$ cat src/design/ibre_pkg.sv
// Shared constants, codes and bundle types of the in-place block rotate engine.
package ibre_pkg;

	localparam int DEPTH  = 1024;
	localparam int WORD_W = 32;
	localparam int ADDR_W = $clog2(DEPTH);
	localparam int CNT_W  = $clog2(DEPTH + 1);
	localparam int SUM_W  = CNT_W + 1;

	localparam logic [1:0] OP_WRITE  = 2'd0;
	localparam logic [1:0] OP_READ   = 2'd1;
	localparam logic [1:0] OP_ROTATE = 2'd2;

	localparam logic [1:0] ST_DONE   = 2'd0;
	localparam logic [1:0] ST_REJECT = 2'd1;
	localparam logic [1:0] ST_RANGE  = 2'd2;

	typedef struct packed {
		logic              we;
		logic [ADDR_W-1:0] waddr;
		logic [WORD_W-1:0] wdata;
		logic              re;
		logic [ADDR_W-1:0] raddr;
	} mem_req_t;

	typedef struct packed {
		logic              go;
		logic [ADDR_W-1:0] base;
		logic [CNT_W-1:0]  size;
		logic [CNT_W-1:0]  shift;
	} rot_cmd_t;

endpackage

$ cat src/design/ibre_rot.sv
// Cycle-leader rotation sequencer with one shared modular step adder.
module ibre_rot (
	input  logic                        clk,
	input  logic                        arst_n,
	input  ibre_pkg::rot_cmd_t          cmd,
	input  logic [ibre_pkg::WORD_W-1:0] rdata,
	output ibre_pkg::mem_req_t          req,
	output logic                        done
);

	typedef enum logic [4:0] {
		R_IDLE    = 5'b00001,
		R_LEAD_RD = 5'b00010,
		R_LEAD_WT = 5'b00100,
		R_STEP_RD = 5'b01000,
		R_STEP_WR = 5'b10000
	} rot_state_t;

	rot_state_t                   state_q;
	logic [ibre_pkg::ADDR_W-1:0] base_q;
	logic [ibre_pkg::CNT_W-1:0]  size_q;
	logic [ibre_pkg::CNT_W-1:0]  shift_q;
	logic [ibre_pkg::ADDR_W-1:0] leader_q;
	logic [ibre_pkg::ADDR_W-1:0] pos_q;
	logic [ibre_pkg::ADDR_W-1:0] next_q;
	logic [ibre_pkg::CNT_W-1:0]  moved_q;
	logic [ibre_pkg::WORD_W-1:0] carry_q;
	logic                        done_q;

	logic [ibre_pkg::SUM_W-1:0]  step_sum;
	logic [ibre_pkg::ADDR_W-1:0] step_next;
	logic                        last_word;

	// Next position in the zone: pos + shift, wrapped once.
	always_comb begin
		step_sum = ibre_pkg::SUM_W'(pos_q) + ibre_pkg::SUM_W'(shift_q);
		if (step_sum >= ibre_pkg::SUM_W'(size_q)) begin
			step_sum = step_sum - ibre_pkg::SUM_W'(size_q);
		end
		step_next = step_sum[ibre_pkg::ADDR_W-1:0];
	end

	assign last_word = (moved_q + ibre_pkg::CNT_W'(1)) == size_q;

	always_comb begin
		req       = '0;
		req.wdata = carry_q;
		req.waddr = base_q + next_q;
		unique case (state_q)
			R_LEAD_RD: begin
				req.re    = 1'b1;
				req.raddr = base_q + leader_q;
			end
			R_STEP_RD: begin
				req.re    = 1'b1;
				req.raddr = base_q + step_next;
			end
			R_STEP_WR: begin
				req.we = 1'b1;
			end
			default: begin
			end
		endcase
	end

	always_ff @(posedge clk or negedge arst_n) begin
		if (!arst_n) begin
			state_q <= R_IDLE;
			done_q  <= 1'b0;
		end else begin
			done_q <= 1'b0;
			unique case (state_q)
				R_IDLE: begin
					if (cmd.go) begin
						state_q <= R_LEAD_RD;
					end
				end
				R_LEAD_RD: state_q <= R_LEAD_WT;
				R_LEAD_WT: state_q <= R_STEP_RD;
				R_STEP_RD: state_q <= R_STEP_WR;
				R_STEP_WR: begin
					if (next_q == leader_q) begin
						if (last_word) begin
							done_q  <= 1'b1;
							state_q <= R_IDLE;
						end else begin
							state_q <= R_LEAD_RD;
						end
					end else begin
						state_q <= R_STEP_RD;
					end
				end
				default: state_q <= R_IDLE;
			endcase
		end
	end

	always_ff @(posedge clk) begin
		unique case (state_q)
			R_IDLE: begin
				base_q   <= cmd.base;
				size_q   <= cmd.size;
				shift_q  <= cmd.shift;
				leader_q <= '0;
				moved_q  <= '0;
			end
			R_LEAD_RD: pos_q <= leader_q;
			R_LEAD_WT: carry_q <= rdata;
			R_STEP_RD: next_q <= step_next;
			R_STEP_WR: begin
				// Drop the carried word in place, pick up the one it displaced.
				carry_q <= rdata;
				pos_q   <= next_q;
				moved_q <= moved_q + ibre_pkg::CNT_W'(1);
				if (next_q == leader_q) begin
					leader_q <= leader_q + ibre_pkg::ADDR_W'(1);
				end
			end
			default: begin
			end
		endcase
	end

	assign done = done_q;

endmodule

$ cat config.mk
export PLATFORM = sky130hd
export DESIGN_NAME = ibre_rot
export DESIGN_NICKNAME = d
export VERILOG_FILES = /design/src/design/ibre_pkg.sv /design/src/design/ibre_rot.sv
export SDC_FILE = /design/constraint.sdc
export NUM_CORES = 1
export LEC_CHECK = 0
export BUFFER_PORTS_ARGS = -buffer_cell sky130_fd_sc_hd__buf_2
export CAP_MARGIN = 25
export CORE_AREA = 10 10 198 107
export CTS_BUF_LIST = sky130_fd_sc_hd__clkbuf_8
export DETAILED_ROUTE_END_ITERATION = 10
export DIE_AREA = 0 0 208 117
export GPL_ROUTABILITY_DRIVEN = 0
export GPL_TIMING_DRIVEN = 1
export PLACE_DENSITY_LB_ADDON = 0.1
export SYNTH_ARGS = -nofsm -noshare
export SYNTH_HDL_FRONTEND = slang
export SYNTH_SLANG_ARGS = --single-unit
$ cat constraint.sdc
create_clock -name clk -period 11.77 [get_ports clk]
set_input_delay 1.177 -clock clk [delete_from_list [all_inputs] [get_ports clk]]
set_output_delay 1.177 -clock clk [all_outputs]
set_load 0.05 [all_outputs]
==> results_dict.tcl, run 1 <==
set metrics [dict create \
    final-max-slew-violation-count 0 \
    worst_pin_slew_ns 0.740 \
    synthArstFlopShare_pct 5.41 \
    finalClockSkew_ns 0.0121 \
    synth_xor_area_share_pct 9.03 \
    synth.area.top_cells "edfxtp_1 52%, ha_1 8.4%, xnor2_1 4.6%" \
    ys_seq_area_share_pct 54.1 \
    slowest_delay_ns 0.42 \
    vias 4253 \
    antenna_found_initial 0 \
    maxCapViolations 0 \
    relSlewSlack_pct 50.6 \
    cts_tree "built" \
    antenna_cells 0 \
    worst_hold_slack_ns 0.583 \
    port_buffers 121 \
    design.core.area_um2 17900 \
    avgSynthCellArea_um2 11.6 \
    nets 763 \
    critPathRequiredTime_ns 10.59 \
    cts_resized 0 \
    drive_above_1_share_pct 25.0 \
    synth.largest_area_cell "edfxtp_1" \
    synth_seq_cells 111 \
    post-synth-top-count-cell "edfxtp_1" \
    synth_top_family_by_area "simple AND/OR/NAND/NOR gates" \
    synth_top_area_share_pct 51.6 \
    cts.sinks 111 \
    fin_crit_ns 7.91 \
    routed_via_density 4.75 \
    outcome "finished clean" \
    syn2layout_area_growth_pct 17.6 \
    syn-cell-area_um2 6110 \
    std_cell_rows 35 \
    fillers 1762 \
    synth_fa_ha_area_share_pct 9.70 \
    synthSimpleGateAreaFrac_pct 12.7 \
    crit_slowest_cell "fa_1" \
    hpwl_um 13700 \
    fin_total_pwr_mw 2.28 \
    cts_buffers 9 \
    max_freq_mhz 126 \
    cts-root-buf "clkbuf_8" \
    finalCritPeriodShare_pct 67.2 \
    multiInputGateArea_um2 2620 \
    finalInstanceArea_um2 7190 \
    netlist_instances 526 \
    cts.path.max_buffers 2 \
    setup_violations 0 \
    powerDensity_nw_per_um2 317 \
    die_height_um 117 \
    place_area_um2 7010 \
    detail-route-antenna-nets 0 \
    path_common_cell "a21oi_1" \
    die_x_um 208 \
    first_pass_iters 5 \
    rsz0062_at_grt "false" \
    synthMuxAreaShare_pct 2.46 \
    wire_per_inst_um 18.8 \
    routed_wl_um 16900 \
    synth_cell_types 59 \
    vdd_drop_max_mv 0.215 \
    ctsHoldBuffers 0 \
    cp.arrival_ns 6.73 \
    synthesis.nets 638 \
    synth_compound_area_share_pct 8.90 \
    drc 0 \
    start_util_pct 34.2 \
    grt_overflow 0 \
    die-area_um2 24300 \
    grt_pass1_wl_um 25300 \
    ioPinCount 122 \
    yosysWarnings 0 \
    insertion_delay_ns 0.39 \
    hp-class "in -> async" \
    ys.flop_type "edfxtp_1" \
    clkTransAtPathRegs_ns 0.10 \
    ff_latch_area_um2 3300 \
    critPathKind "reg -> out" \
    grt_max_degree 34 \
    start_kind "register" \
    htreeDepth 3 \
    end_kind "primary output" \
    p_leak_nw 2.98 \
    ys_top_cells_by_count "105 x edfxtp_1, 46 x nor2_1, 44 x nand2_1" \
    tns_ns 0 \
    report.final.hold_viol_count 0 \
    synth-edff-count 105 \
    grtUsageTotal_pct 13.7 \
    grt_pass1_vias 4299 \
    drt_iter0_markers 303 \
    post_cts_buffers 0 \
    worst-path-max-fanout 16 \
]
-- state kept, by name (all words and copies together), names as in the netlist --
register / flops
moved_q: 11
done: 1
shift_q: 11
carry_q: 32
next_q: 10
leader_q: 10
pos_q: 10
state_q: 5
size_q: 11
base_q: 10
-- per-stage QoR --
stage / setup WS, ns / utilization (%) / std cells
after floorplan: 4.58 / - / 526
after global placement: 4.55 / 39.1 / 878
after detailed placement: 4.45 / 39.2 / 879
after CTS: 3.93 / 40.2 / 895
after global routing: 3.35 / 40.2 / 896
final: 3.86 / 40.2 / 896
-- cell type report --
type | count | area share (%)
sequential | 111 | 46.0
multi-input combinational | 367 | 36.4
timing repair buffer | 125 | 9.12
tap | 240 | 4.18
inverter | 37 | 1.97
clock buffer | 9 | 1.72
clock inverter | 7 | 0.679
-- metal layers --
metal	vias to the layer above	wire length [um]	global-route usage (%)
met5	-	0	0
met1	2031	9460	21.7
met2	72	6560	17.5
met3	13	730	3.28
li1	2137	-	-
met4	0	141	3.17
-- cell families after synthesis --
| kind of cell | after synthesis |
|---|---|
| AO/OA/AOI/OAI | 86 |
| XOR/XNOR | 63 |
| adder cells (fa/ha/maj) | 45 |
| buffers and inverters | 48 |
| flip-flops | 111 |
| multiplexers | 13 |
| AND/OR/NAND/NOR | 160 |
-- worst paths after layout --
check | slack (ns) | cells past startpoint | endpoint | from
max | 3.86 | 29 | req[8] | shift_q[0]
min | 0.58 | 1 | state_q[3] | arst_n
max reg2reg | 7.52 | 15 | next_q[7] | shift_q[0]
min reg2reg | 0.62 | 2 | pos_q[5] | next_q[5]
max in group asynchronous | 10.97 | 1 | state_q[0] | arst_n
min in group clk | 0.62 | 2 | pos_q[5] | next_q[5]
-- critical path: cells and delay by family, from the launching register on --
| family | cells | cell delay, ns |
|---|---|---|
| compound gates | 15 | 2.76 |
| xor+xnor | 1 | 0.14 |
| fa+ha+maj | 5 | 1.31 |
| buf+inv | 2 | 0.36 |
| flops | 1 | 0.39 |
| mux | 1 | 0.28 |
| simple gates | 5 | 1.10 |
-- power by group --
part | leakage, nW | total [mW] | internal (mW) | switching, mW
Clock | 0.0830 | 0.217 | 0.0771 | 0.140
Sequential | 1.07 | 0.708 | 0.609 | 0.0985
Combinational | 1.83 | 1.35 | 0.502 | 0.850
-- cell usage in the layout, fill, tap and decap left out, drive strengths merged, types with 7 or more instances in the layout --
cell      n
buf     125
edfxtp  105
nor2     46
nand2    44
ha       41
inv      38
a21oi    38
xnor2    32
xor2     31
o21ai    19
nand3    13
mux2     13
and3     11
nor2b    10
clkbuf    9
a21o      8
nor3      8
nand4     7
Note: power is estimated with default switching activity, not from simulation.
==> inputs of run 2 (changes only) <==
Settings changed: ABC_AREA set to 1, CORE_AREA 10 10 198 107 to 10 10 203 109, DIE_AREA 0 0 208 117 to 0 0 213 119.
Clock period 11.77 ns to 7.1 ns, I/O delays scaled along.
==> results_dict.tcl, run 2 <==
set metrics [dict create \
    reg2reg_depth 17 \
    syn2layout_area_growth_pct 17.8 \
    first_pass_iters 5 \
    cts.sinks 111 \
    synthesis.nets 767 \
    grt_pass1_vias 4954 \
    post-synth-top-count-cell "nand2_1" \
    drive_above_1_share_pct 22.6 \
    worst-path-max-fanout 7 \
    port_buffers 121 \
    start_kind "register" \
    p_leak_nw 3.32 \
    crit_start "shift_q[0]" \
    multiInputGateArea_um2 2710 \
    syn-cell-area_um2 6390 \
    synth_top_area_share_pct 49.4 \
    drt_iter0_markers 464 \
    pwr-share-seq_pct 28.4 \
    nets 896 \
    antenna_found_initial 0 \
    finalClockSkew_ns 0.0160 \
    synth_seq_cells 111 \
    cts-root-buf "clkbuf_8" \
    die-area_um2 25300 \
    die_height_um 119 \
    vdd_drop_max_mv 0.235 \
    start_util_pct 33.8 \
    final-max-slew-violation-count 0 \
    grt_overflow 0 \
    tns_ns 0 \
    fin_crit_ns 6.33 \
    post_cts_buffers 0 \
    relSlewSlack_pct 46.1 \
    drc 0 \
    ff_latch_area_um2 3300 \
    max_freq_mhz 158 \
    p_int_mw 1.95 \
    cts_buffers 9 \
    place_area_um2 7310 \
    switching_share_pct 51.5 \
    grt_max_degree 34 \
    design.core.area_um2 18900 \
    r2r-end "next_q[8]" \
    layout_common_cells "121 x buf_2, 119 x nand2_1, 105 x edfxtp_1" \
    regMostFlops "carry_q" \
    powerDensity_nw_per_um2 536 \
    path_common_cell "nand2_1" \
    end_kind "primary output" \
    ys_seq_area_share_pct 51.7 \
    htreeDepth 3 \
    wire_per_inst_um 17.7 \
    finalCritPeriodShare_pct 89.2 \
    synth.largest_area_cell "edfxtp_1" \
    netlist_instances 655 \
    routed_wl_um 18400 \
    synthArstFlopShare_pct 5.41 \
    slowest_delay_ns 0.44 \
    hp-class "in -> async" \
    antenna_cells 0 \
    grtUsageTotal_pct 14.5 \
    rsz0062_at_grt "false" \
    synth.area.top_cells "edfxtp_1 49%, ha_1 8.0%, nand2_1 7.0%" \
    avgSynthCellArea_um2 9.75 \
    routed_via_density 4.86 \
    worst_pin_slew_ns 0.808 \
    die_x_um 213 \
    r2r_start "shift_q[0]" \
    ys_top_cells_by_count "119 x nand2_1, 105 x edfxtp_1, 90 x inv_1" \
    largest_reg_flops 32 \
    outcome "finished clean" \
    critPathRequiredTime_ns 6.39 \
    cts_tree "built" \
    finalInstanceArea_um2 7520 \
    final_common_cell "buf_2" \
    crit_slowest_cell "fa_1" \
    ys.flop_type "edfxtp_1" \
    power.share.clock_pct 10.3 \
    yosysWarnings 0 \
    synth-edff-count 105 \
    hpwl_um 15000 \
    synth_cell_types 42 \
    vias 5033 \
    fin_util_pct 39.9 \
    cts_resized 0 \
    insertion_delay_ns 0.40 \
    ioPinCount 122 \
    std_cell_rows 36 \
    report.final.hold_viol_count 0 \
    comb_power_share_pct 61.3 \
    p_sw_mw 2.08 \
    cts.path.max_buffers 2 \
    critPathKind "reg -> out" \
    worst_hold_slack_ns 0.122 \
    grt_pass1_wl_um 28200 \
    cp.arrival_ns 5.62 \
    setup_violations 0 \
    clkTransAtPathRegs_ns 0.10 \
    ctsHoldBuffers 0 \
    maxCapViolations 0 \
    detail-route-antenna-nets 0 \
    r2r_slack_ns 3.69 \
    fillers 1853 \
]
-- run 2: cell count changes after synthesis, moves of 10 or more --
cell	delta
nand3_1	+22
o21ai_2	+14
o21ai_0	+17
mux2_2	-12
inv_1	+55
nand2_1	+75
xnor2_1	-17
nor2_1	+10
nor2b_1	-10
-- run 2: layout make-up --
cell class	instances	area share [%]
Sequential cell	111	43.9
Timing Repair Buffer	125	8.45
Clock inverter	5	0.848
Tap cell	247	4.11
Inverter	92	4.62
Clock buffer	11	2.01
Multi-Input combinational cell	445	36.0
-- run 2: stage by stage --
step / setup WS, ns / cells / total power, mW
after CTS: 0.807 / 1036 / 4.04
after detailed placement: 1.28 / 1020 / 3.60
final: 0.769 / 1036 / 4.03
after floorplan: 1.57 / 655 / 2.98
after global routing: 0.255 / 1036 / 4.37
after global placement: 1.42 / 1020 / 3.59
-- run 2: logic make-up (layout without fill, tap and decap cells) --
group	after synthesis	count (layout)	synth area share, %
fa+ha+maj	45	45	9.29
flops	111	111	51.7
xor+xnor	38	38	5.21
simple gates	259	259	18.2
compound gates	103	103	9.54
buf+inv	99	233	6.07
-- run 2: layer usage --
| layer | vias to the layer above | track usage, % | part of all wire [%] |
|---|---|---|---|
| met5 | - | 0 | 0 |
| met4 | 0 | 2.88 | 0.92 |
| met2 | 160 | 19.2 | 39 |
| li1 | 2497 | - | - |
| met3 | 13 | 4.21 | 7.4 |
| met1 | 2363 | 22.5 | 53 |
-- run 2: power by group through the flow --
stage | clock network, mW | logic (mW) | registers [mW]
global route | 0.458 | 2.75 | 1.17
finish | 0.416 | 2.47 | 1.15
floorplan | 0 | 1.82 | 1.16
detailed placement | 0 | 2.45 | 1.16
CTS | 0.436 | 2.46 | 1.15
global placement | 0 | 2.44 | 1.16
-- run 2: worst max-delay path by stage --
stage / endpoint / slack [ns] / depth (start not counted)
finish: req[8] / 0.77 / 32
global route: req[8] / 0.26 / 32
CTS: req[8] / 0.81 / 32
detailed placement: req[8] / 1.28 / 32
global placement: req[8] / 1.42 / 31
floorplan: req[8] / 1.57 / 31
-- run 2: critical path, delay by kind of cell (launching register included) --
kind                       cells  cell delay (ns)
buffers and inverters          4             0.47
AOI/OAI and AO/OA              8             1.22
DFF                            1             0.39
adders and majority gates      5             1.65
xor gates and xnor gates       1             0.29
and+or+nand+nor               14             1.17
